===== src/design/msrm_pkg.sv =====
// shared types and constants of the multipath share ratio monitor
// no dependencies
package msrm_pkg;

    localparam int NSRC     = 4;
    localparam int CFG_IDX_W = 3;

    localparam logic [1:0] OP_TICK  = 2'd0;
    localparam logic [1:0] OP_DATA  = 2'd1;
    localparam logic [1:0] OP_ACK   = 2'd2;
    localparam logic [1:0] OP_OTHER = 2'd3;

    localparam logic [1:0] KIND_NONE   = 2'd0;
    localparam logic [1:0] KIND_NEW    = 2'd1;
    localparam logic [1:0] KIND_RESEND = 2'd2;

    localparam logic [CFG_IDX_W-1:0] CFG_WINDOW    = 3'd0;
    localparam logic [CFG_IDX_W-1:0] CFG_ACK_TO    = 3'd1;
    localparam logic [CFG_IDX_W-1:0] CFG_FRAME     = 3'd2;
    localparam logic [CFG_IDX_W-1:0] CFG_THRESHOLD = 3'd3;
    localparam logic [CFG_IDX_W-1:0] CFG_IGNORE    = 3'd4;
    localparam logic [CFG_IDX_W-1:0] CFG_SEQ_GAP   = 3'd5;

    typedef enum logic [2:0] {
        ST_IDLE,
        ST_ACK,
        ST_CNT,
        ST_WIN,
        ST_DIV,
        ST_FIN
    } t_state;

    typedef struct packed {
        logic accept;
        logic ack_step;
        logic cnt_final;
        logic cnt_step;
        logic win_step;
        logic div_start;
        logic div_step;
        logic fin_step;
    } t_cmd;

    typedef struct packed {
        logic is_tick;
        logic timeout;
        logic data_ok;
        logic recompute;
        logic div_done;
        logic slot_free;
    } t_sts;

endpackage


===== src/design/msrm_ctrl.sv =====
// sequencing state machine of the share ratio monitor
// depends on msrm_pkg
module msrm_ctrl (
    input  logic          i_clk,
    input  logic          i_rst_n,
    input  logic          i_valid,
    output logic          o_stall,
    input  msrm_pkg::t_sts i_sts,
    output msrm_pkg::t_cmd o_cmd
);
    import msrm_pkg::*;

    t_state r_state, n_state;

    always_ff @(posedge i_clk) begin
        if (!i_rst_n) begin
            r_state <= ST_IDLE;
        end else begin
            r_state <= n_state;
        end
    end

    always_comb begin
        n_state = r_state;
        unique case (r_state)
            ST_IDLE: if (i_valid && !i_sts.is_tick) n_state = ST_ACK;
            ST_ACK: if (!i_sts.timeout || i_sts.slot_free) n_state = ST_CNT;
            ST_CNT: begin
                if (i_sts.data_ok) n_state = ST_WIN;
                else if (i_sts.slot_free) n_state = ST_IDLE;
            end
            ST_WIN: begin
                if (i_sts.recompute) n_state = ST_DIV;
                else if (i_sts.slot_free) n_state = ST_IDLE;
            end
            ST_DIV: if (i_sts.div_done) n_state = ST_FIN;
            ST_FIN: if (i_sts.slot_free) n_state = ST_IDLE;
            default: n_state = ST_IDLE;
        endcase
    end

    always_comb begin
        o_cmd   = '0;
        o_stall = 1'b1;
        unique case (r_state)
            ST_IDLE: begin
                o_stall      = 1'b0;
                o_cmd.accept = i_valid;
            end
            ST_ACK: o_cmd.ack_step = !i_sts.timeout || i_sts.slot_free;
            ST_CNT: begin
                o_cmd.cnt_step  = i_sts.data_ok;
                o_cmd.cnt_final = !i_sts.data_ok && i_sts.slot_free;
            end
            ST_WIN: begin
                o_cmd.div_start = i_sts.recompute;
                o_cmd.win_step  = !i_sts.recompute && i_sts.slot_free;
            end
            ST_DIV: o_cmd.div_step = 1'b1;
            ST_FIN: o_cmd.fin_step = i_sts.slot_free;
            default: o_cmd = '0;
        endcase
    end

    a_div_to_fin: assert property (@(posedge i_clk) disable iff (!i_rst_n)
        (r_state == ST_DIV && i_sts.div_done) |=> (r_state == ST_FIN))
        else $error("divider finish did not reach final step");
    a_tick_stays: assert property (@(posedge i_clk) disable iff (!i_rst_n)
        (o_cmd.accept && i_sts.is_tick) |=> (r_state == ST_IDLE))
        else $error("tick left idle");
    a_fin_idle: assert property (@(posedge i_clk) disable iff (!i_rst_n)
        o_cmd.fin_step |=> (r_state == ST_IDLE))
        else $error("final step did not return to idle");

endmodule


===== src/design/msrm_dp.sv =====
// datapath of the share ratio monitor: counters, config, shares, divider, output register
// depends on msrm_pkg
module msrm_dp #(
    parameter int COUNT_BITS = 16,
    parameter int TIME_BITS  = 32
) (
    input  logic                             i_clk,
    input  logic                             i_rst_n,
    input  logic                             i_cfg_we,
    input  logic [msrm_pkg::CFG_IDX_W-1:0]   i_cfg_idx,
    input  logic [31:0]                      i_cfg_data,
    input  logic [1:0]                       i_opcode,
    input  logic [2:0]                       i_source,
    input  logic [31:0]                      i_sequence_req,
    input  logic                             i_out_stall,
    input  msrm_pkg::t_cmd                   i_cmd,
    output msrm_pkg::t_sts                   o_sts,
    output logic                             o_out_valid,
    output logic [1:0]                       o_send_kind,
    output logic [7:0]                       o_share_0,
    output logic [7:0]                       o_share_1,
    output logic [7:0]                       o_share_2,
    output logic [7:0]                       o_share_3,
    output logic [31:0]                      o_start_sequence,
    output logic                             o_status,
    output logic                             o_all_acked,
    output logic                             o_last
);
    import msrm_pkg::*;

    localparam int CMP_W = (TIME_BITS > 32) ? TIME_BITS : 32;
    localparam int TOT_W = COUNT_BITS + 2;
    localparam int NUM_W = COUNT_BITS + 8;
    localparam int DEN_W = COUNT_BITS + 9;

    logic [31:0] r_window, r_ack_to, r_gap;
    logic [7:0]  r_frame, r_ignore;
    logic [9:0]  r_thr;

    logic [1:0]  r_op;
    logic [2:0]  r_src;
    logic [31:0] r_seq;

    logic [COUNT_BITS-1:0] r_cnt [NSRC];
    logic [7:0]            r_share [NSRC];
    logic [7:0]            r_prev [NSRC];
    logic [NSRC-1:0]       r_marks;
    logic                  r_acks, r_running, r_init;
    logic [TIME_BITS-1:0]  r_time, r_win_start, r_ack_start;
    logic [31:0]           r_last_seq;

    logic [TOT_W-1:0] r_total;
    logic [NUM_W-1:0] r_rem;
    logic [6:0]       r_quo;
    logic [2:0]       r_step;
    logic [1:0]       r_idx;

    logic             r_o_valid;
    logic [1:0]       r_o_kind;
    logic [7:0]       r_o_share [NSRC];
    logic [31:0]      r_o_seq;
    logic             r_o_status, r_o_all, r_o_last;

    logic [TIME_BITS-1:0] ack_diff, win_diff;
    logic                 timeout, elapsed, slot_free, src_ok, div_bit, send;
    logic [DEN_W-1:0]     den_sh;
    logic [NSRC-1:0]      marks_next;
    logic [TOT_W-1:0]     total_sum;
    logic [9:0]           change;
    logic [31:0]          gap_seq;
    logic [1:0]           idx_next;
    logic [7:0]           new_share;

    assign ack_diff  = r_time - r_ack_start;
    assign win_diff  = r_time - r_win_start;
    assign timeout   = !r_acks && (CMP_W'(ack_diff) > CMP_W'(r_ack_to));
    assign elapsed   = CMP_W'(win_diff) > CMP_W'(r_window);
    assign slot_free = !r_o_valid || !i_out_stall;
    assign src_ok    = (r_src < 3'(NSRC));
    assign gap_seq   = r_last_seq + r_gap;
    assign den_sh    = DEN_W'(r_total) << r_step;
    assign div_bit   = (r_total != '0) && (DEN_W'(r_rem) >= den_sh);
    assign new_share = {r_quo, div_bit};
    assign idx_next  = r_idx + 2'd1;

    always_comb begin
        marks_next = timeout ? '0 : r_marks;
        if (r_op == OP_ACK && src_ok) marks_next[r_src[1:0]] = 1'b1;
        for (int i = 0; i < NSRC; i++) begin
            if (r_share[i] <= r_ignore) marks_next[i] = 1'b1;
        end
    end

    always_comb begin
        total_sum = '0;
        change    = '0;
        for (int i = 0; i < NSRC; i++) begin
            total_sum = total_sum + TOT_W'(r_cnt[i]);
            change    = change + 10'((r_share[i] >= r_prev[i]) ?
                        (r_share[i] - r_prev[i]) : (r_prev[i] - r_share[i]));
        end
    end

    assign send = r_init && (change >= r_thr) && r_acks;

    always_comb begin
        o_sts.is_tick   = (i_opcode == OP_TICK);
        o_sts.timeout   = timeout;
        o_sts.data_ok   = (r_op == OP_DATA) && src_ok;
        o_sts.recompute = r_running && elapsed;
        o_sts.div_done  = (r_idx == 2'(NSRC - 1)) && (r_step == '0);
        o_sts.slot_free = slot_free;
    end

    // config registers
    always_ff @(posedge i_clk) begin
        if (!i_rst_n) begin
            r_window <= 32'd1000;
            r_ack_to <= 32'd250;
            r_frame  <= 8'd100;
            r_thr    <= 10'd10;
            r_ignore <= 8'd5;
            r_gap    <= 32'd100;
        end else if (i_cfg_we) begin
            unique case (i_cfg_idx)
                CFG_WINDOW:    r_window <= i_cfg_data;
                CFG_ACK_TO:    r_ack_to <= i_cfg_data;
                CFG_FRAME:     r_frame  <= i_cfg_data[7:0];
                CFG_THRESHOLD: r_thr    <= i_cfg_data[9:0];
                CFG_IGNORE:    r_ignore <= i_cfg_data[7:0];
                CFG_SEQ_GAP:   r_gap    <= i_cfg_data;
                default: ;
            endcase
        end
    end

    // item latch, no reset
    always_ff @(posedge i_clk) begin
        if (i_cmd.accept) begin
            r_op  <= i_opcode;
            r_src <= i_source;
            r_seq <= i_sequence_req;
        end
    end

    // divider working registers
    always_ff @(posedge i_clk) begin
        if (i_cmd.div_start) begin
            r_total <= total_sum;
            r_idx   <= '0;
            r_step  <= 3'd7;
            r_rem   <= NUM_W'(r_cnt[0]) * NUM_W'(r_frame);
        end else if (i_cmd.div_step) begin
            r_quo  <= new_share[6:0];
            r_step <= r_step - 3'd1;
            if (r_step == '0) begin
                r_idx <= idx_next;
                r_rem <= NUM_W'(r_cnt[idx_next]) * NUM_W'(r_frame);
            end else if (div_bit) begin
                r_rem <= NUM_W'(DEN_W'(r_rem) - den_sh);
            end
        end
    end

    // monitor state
    always_ff @(posedge i_clk) begin
        if (!i_rst_n) begin
            for (int i = 0; i < NSRC; i++) begin
                r_cnt[i]   <= '0;
                r_share[i] <= '0;
                r_prev[i]  <= '0;
            end
            r_marks     <= '0;
            r_acks      <= 1'b1;
            r_running   <= 1'b0;
            r_init      <= 1'b0;
            r_time      <= '0;
            r_win_start <= '0;
            r_ack_start <= '0;
            r_last_seq  <= '0;
        end else begin
            if (i_cmd.accept && i_opcode == OP_TICK) r_time <= r_time + TIME_BITS'(1);
            if (i_cmd.ack_step && !r_acks) begin
                if (timeout) r_ack_start <= r_time;
                r_marks <= marks_next;
                r_acks  <= &marks_next;
            end
            if (i_cmd.cnt_step && r_cnt[r_src[1:0]] != '1) begin
                r_cnt[r_src[1:0]] <= r_cnt[r_src[1:0]] + COUNT_BITS'(1);
            end
            if (i_cmd.win_step) begin
                r_last_seq <= r_seq;
                if (!r_running) begin
                    r_win_start <= r_time;
                    r_running   <= 1'b1;
                end
            end
            if (i_cmd.div_start) r_win_start <= r_time;
            if (i_cmd.div_step && r_step == '0) r_share[r_idx] <= new_share;
            if (i_cmd.fin_step) begin
                r_last_seq <= r_seq;
                r_init     <= 1'b1;
                for (int i = 0; i < NSRC; i++) begin
                    r_cnt[i]  <= '0;
                    r_prev[i] <= r_share[i];
                end
                if (send) begin
                    r_acks      <= 1'b0;
                    r_marks     <= '0;
                    r_ack_start <= r_time;
                end
            end
        end
    end

    // output register
    always_ff @(posedge i_clk) begin
        if (!i_rst_n) begin
            r_o_valid <= 1'b0;
        end else if (slot_free) begin
            r_o_valid <= (i_cmd.ack_step && timeout) || i_cmd.cnt_final ||
                         i_cmd.win_step || i_cmd.fin_step;
        end
    end

    always_ff @(posedge i_clk) begin
        if (slot_free) begin
            for (int i = 0; i < NSRC; i++) r_o_share[i] <= r_share[i];
            if (i_cmd.ack_step && timeout) begin
                r_o_kind   <= KIND_RESEND;
                r_o_seq    <= gap_seq;
                r_o_status <= 1'b0;
                r_o_all    <= 1'b0;
                r_o_last   <= 1'b0;
            end else if (i_cmd.cnt_final || i_cmd.win_step) begin
                r_o_kind   <= KIND_NONE;
                r_o_seq    <= '0;
                r_o_status <= i_cmd.cnt_final && (r_op != OP_ACK);
                r_o_all    <= r_acks;
                r_o_last   <= 1'b1;
            end else if (i_cmd.fin_step) begin
                r_o_kind   <= send ? KIND_NEW : KIND_NONE;
                r_o_seq    <= send ? gap_seq : '0;
                r_o_status <= 1'b0;
                r_o_all    <= r_acks && !send;
                r_o_last   <= 1'b1;
            end
        end
    end

    assign o_out_valid      = r_o_valid;
    assign o_send_kind      = r_o_kind;
    assign o_share_0        = r_o_share[0];
    assign o_share_1        = r_o_share[1];
    assign o_share_2        = r_o_share[2];
    assign o_share_3        = r_o_share[3];
    assign o_start_sequence = r_o_seq;
    assign o_status         = r_o_status;
    assign o_all_acked      = r_o_all;
    assign o_last           = r_o_last;

endmodule


===== src/design/multipath_share_ratio_monitor.sv =====
// top level of the multipath share ratio monitor
// depends on msrm_pkg, msrm_ctrl, msrm_dp
//
// One item is handled at a time. A tick is counted in idle; a packet passes through the
// ack and count states, a data packet also the window state, and one that closes a
// measurement window the divide state, where the shared restoring divider works out
// each of the four shares in turn, and the final state. Output stalls hold the sequence.
module multipath_share_ratio_monitor #(
    parameter int COUNT_BITS = 16,
    parameter int TIME_BITS  = 32
) (
    input  logic                           i_clk,
    input  logic                           i_rst_n,
    input  logic                           i_cfg_we,
    input  logic [msrm_pkg::CFG_IDX_W-1:0] i_cfg_idx,
    input  logic [31:0]                    i_cfg_data,
    input  logic                           i_valid,
    output logic                           o_stall,
    input  logic [1:0]                     i_opcode,
    input  logic [2:0]                     i_source,
    input  logic [31:0]                    i_sequence_req,
    output logic                           o_valid,
    input  logic                           i_stall,
    output logic [1:0]                     o_send_kind,
    output logic [7:0]                     o_share_0,
    output logic [7:0]                     o_share_1,
    output logic [7:0]                     o_share_2,
    output logic [7:0]                     o_share_3,
    output logic [31:0]                    o_start_sequence,
    output logic                           o_status,
    output logic                           o_all_acked,
    output logic                           o_last
);
    import msrm_pkg::*;

    t_cmd cmd;
    t_sts sts;

    msrm_ctrl u_ctrl (
        .i_clk   (i_clk),
        .i_rst_n (i_rst_n),
        .i_valid (i_valid),
        .o_stall (o_stall),
        .i_sts   (sts),
        .o_cmd   (cmd)
    );

    msrm_dp #(
        .COUNT_BITS (COUNT_BITS),
        .TIME_BITS  (TIME_BITS)
    ) u_dp (
        .i_clk            (i_clk),
        .i_rst_n          (i_rst_n),
        .i_cfg_we         (i_cfg_we),
        .i_cfg_idx        (i_cfg_idx),
        .i_cfg_data       (i_cfg_data),
        .i_opcode         (i_opcode),
        .i_source         (i_source),
        .i_sequence_req   (i_sequence_req),
        .i_out_stall      (i_stall),
        .i_cmd            (cmd),
        .o_sts            (sts),
        .o_out_valid      (o_valid),
        .o_send_kind      (o_send_kind),
        .o_share_0        (o_share_0),
        .o_share_1        (o_share_1),
        .o_share_2        (o_share_2),
        .o_share_3        (o_share_3),
        .o_start_sequence (o_start_sequence),
        .o_status         (o_status),
        .o_all_acked      (o_all_acked),
        .o_last           (o_last)
    );

endmodule


===== config.mk =====
export PLATFORM = sky130hd
export DESIGN_NAME = multipath_share_ratio_monitor
export DESIGN_NICKNAME = d
export VERILOG_FILES = /design/src/design/msrm_pkg.sv /design/src/design/msrm_ctrl.sv /design/src/design/msrm_dp.sv /design/src/design/multipath_share_ratio_monitor.sv
export SDC_FILE = /design/constraint.sdc
export NUM_CORES = 2
export LEC_CHECK = 0
export BUFFER_PORTS_ARGS = -buffer_cell sky130_fd_sc_hd__buf_2
export CAP_MARGIN = 25
export CORE_ASPECT_RATIO = 0.75
export CORE_MARGIN = 2
export CORE_UTILIZATION = 65
export CTS_BUF_LIST = sky130_fd_sc_hd__clkbuf_8
export DETAILED_ROUTE_END_ITERATION = 10
export GPL_ROUTABILITY_DRIVEN = 0
export MAX_ROUTING_LAYER = met4
export PLACE_DENSITY = 0.83
export SYNTH_ARGS = -nofsm -noshare
export SYNTH_HDL_FRONTEND = slang
export SYNTH_SLANG_ARGS = --single-unit

===== constraint.sdc =====
create_clock -name i_clk -period 23.6 [get_ports i_clk]
set_input_delay 2.36 -clock i_clk [delete_from_list [all_inputs] [get_ports i_clk]]
set_output_delay 2.36 -clock i_clk [all_outputs]
set_load 0.1 [all_outputs]

==> results.md <==
* Status: finished, final reports clean
* Critical Path AT at 8.63 ns
* Post-synthesis xor/xnor area fraction at 4.594%
* HP Start: u_dp.r_frame[7]
* Syn Nets at 5337
* Hold_buf cts at 0
* Power Dens Cells at about 60 nW/µm²
* Clock-pin slew on the worst setup and hold paths at about 0.06 ns
* Synth Area in Simple Gates at 15.89%
* Port bufs at 147
* Grt ovf at 0
* Sinks on Clock Net at 551
* Worst VDD drop at 0.00006635 V
* Worst-Skew Late Latency at ~0.72 ns
* Leak Pwr at 20.66 nW
* Chip Height at 226.5 µm
* Yosys Warn Count at 0
* Synthesized flop and latch total at 551
* Share of layout cells above drive strength 1 at between 8 and 9%
* Dpl hpwl at 85620 µm
* Clock Skew at around 0.037 ns
* EDFF count, synth at 283
* # DRC at 0
* Global-route wire length before repair at 179600 µm
* Chip width at 300.6 µm
* Post-synth top cells: inv_1 (557), nand2_1 (521), ha_1 (421)
* Ports at ~150
* Final worst-path cycle share at 34.18%
* Synth top area cells: edfxtp_1 (20%), dfxtp_1 (13%), ha_1 (12%)
* FP Rows at 81
* Worst reg-to-reg setup slack at about 16 ns
* Sequential cell area fraction in the yosys report at 32.32%
* Worst-Margin Slew at around 1.2 ns
* Crit. End Element: flip-flop
* Max_cap viols at 0
* Critical Path Fanout Max at 32
* Area leader, netlist: edfxtp_1
* Most common cell in the netlist: inv_1
* R2R cell count at 33
* Hold path endpoint: u_dp.r_frame[7]
* Final Hold Vio Count at 0
* Slew Limit Fails at 0
* Initial Util at 65.72%
* Post-synth ARST share at 0%
* Post-synth cell types at between 100 and 150
* Via density at just over 6
* Hold-critical path depth at 2
* RSZ-0062 raised after global routing: false
* Root Driver: clkbuf_8
* HP Class: reg2reg
* Setup Viol. Count Final at 0
* CTS resizes at 0
* Setup_tns at 0 ns
* Top-area cell type share of the netlist area at 19.81%
* TritonRoute pass-1 iters at 6
* Slew margin rel. at 20.17%
* H-tree depth at 3
* Post-CTS Setup Inserts at 0
* Final antenna-violating net count at 0
* Initial antenna violation count at 7
* R2r startpoint: u_dp.r_share[3][1]
* Vias in the first global route at roughly 33000
* FF-to-FF End: u_dp.r_ack_start[19]
* Detailed-route via count at ~35000
* Die area at approximately 68000 µm²
* Tmin final at roughly 8 ns
* Synth Instances at 4623
* Total power at 2.780 mW
* Crit Path Category: reg2reg
* Largest net degree at the start of global routing at 120
* Startpoint Class: flip-flop
* Crit-path max cell delay at 0.55 ns
* Global Route Usage Sum at a little over a third
* Core area at 65270 µm²
* Max frequency at approximately 120 MHz
* Largest family of logic cells by synthesized area: adder cells
* Post-synthesis cell area at roughly 43000 µm²
* Starting DRT DRC Count at ~4000
* Synth Area in Adders at between 20% and 30%
* Per-cell routed wire length at ~20 µm
* Multiplexer share of the synthesized area at under 10%
* P&R area growth vs syn at 7.654%
* Synth Area in Compound Gates at between 10% and 20%
* Mapped Avg Cell Area at slightly above 9 µm²
* Predominant post-synthesis flop cell: edfxtp_1
* CTS Buf Count at 87
* DRT Wirelength at 114700 µm
* Req. time, crit path at 24.16 ns
* Net count reported at finish at roughly 5400
* Clk buf depth at 3
* CTS tree: done
* Crit path max-delay cell type: o21ai_2
## state kept, by name (all words and copies together), names as in the netlist, 4 cells and up, named ones only
name	flops
u_dp.o_start_sequence	32
u_dp.r_ack_start	32
u_dp.r_ack_to	32
u_dp.r_cnt	64
u_dp.r_frame	8
u_dp.r_gap	32
u_dp.r_ignore	8
u_dp.r_last_seq	32
u_dp.r_marks	4
u_dp.r_o_share	32
u_dp.r_prev	32
u_dp.r_quo	7
u_dp.r_rem	24
u_dp.r_seq	32
u_dp.r_share	32
u_dp.r_thr	10
u_dp.r_time	32
u_dp.r_total	18
u_dp.r_win_start	32
u_dp.r_window	32
## layout make-up
cell class / instances / area [µm²]
multi-input combinational: 3347 / 26240
fill: 4783 / 19090
sequential: 551 / 13860
inverter: 560 / 2110
clock buffer: 100 / 1376
tap: 871 / 1090
timing repair buffer: 186 / 1071
clock inverter: 62 / 406.6
antenna: 7 / 17.52
## metal layers
| metal | part of all wire, % | track usage (%) | wire length [µm] | vias up |
|---|---|---|---|---|
| met1 | 44 | 50.38 | 50870 | 16620 |
| li1 | - | - | - | 16050 |
| met2 | 41 | 47.91 | 47050 | 1773 |
| met5 | 0 | - | 0 | - |
| met4 | 2.3 | 8.843 | 2598 | 0 |
| met3 | 12 | 9.457 | 14220 | 210 |
## metrics by stage
stage	setup WS [ns]	area [µm²]	instances	hold WS, ns	util [%]
after detailed placement	15.73	44320	5512	0.4471	67.90
final	15.53	46180	5684	0.4557	70.75
after CTS	15.67	46100	5674	0.4548	70.63
after global placement	16.09	44300	5510	0.4429	67.87
after global routing	15.10	46180	5684	0.4725	70.75
after floorplan	16.10	42890	4623	0.4363	-
## how the worst max path moves through the flow
stage	startpoint	endpoint	slack, ns	cells after the start
6_report	u_dp.r_share[3][1]	u_dp.r_ack_start[19]	15.53	33
5_1_grt	u_dp.r_prev[3][1]	u_dp.r_ack_start[24]	15.10	34
4_1_cts	u_dp.r_prev[3][1]	u_dp.r_ack_start[19]	15.67	34
3_5_place_dp	u_dp.r_prev[3][1]	u_dp.r_ack_start[24]	15.73	34
3_3_place_gp	u_dp.r_prev[3][1]	u_dp.r_ack_start[27]	16.09	34
2_1_floorplan	u_dp.r_time[0]	u_dp.o_all_acked	16.10	24
## worst max-delay path: cells and delay by family, from the launching register on
kind	cells	cell delay, ns
xor gates and xnor gates	3	0.51
buffers and inverters	5	0.74
adders and majority gates	5	2.06
and+or+nand+nor	4	0.60
AOI/OAI and AO/OA	14	2.77
muxes	2	0.67
DFF	1	0.48
## layout by cell type, fill, tap and decap left out, drive strengths merged, types with 114 or more instances in the layout
cell type / synthesis / routed
inv: 558 / 590
nand2: 524 / 524
ha: 421 / 421
nor2: 345 / 345
a21oi: 321 / 321
edfxtp: 283 / 283
dfxtp: 268 / 268
fa: 216 / 216
buf: 47 / 186
and2: 161 / 161
o21ai: 131 / 131
xnor2: 121 / 121
nand3: 121 / 121
a21o: 114 / 114
## report_power, final
group          switching (mW)  internal, mW  total, mW  leakage (nW)
Combinational           0.528         0.340      0.868          14.7
Clock                   0.411         0.435      0.846         0.999
Sequential             0.0256          1.04       1.07          4.97
## cell families (layout without fill, tap and decap cells)
group | count (synthesis) | in the layout
simple gates | 1455 | 1455
compound gates | 870 | 870
buf+inv | 725 | 908
fa+ha+maj | 637 | 637
flops | 551 | 551
xor+xnor | 225 | 225
mux | 160 | 160
other cells | 0 | 7
No activity file was read; power rests on OpenSTA's default activity.
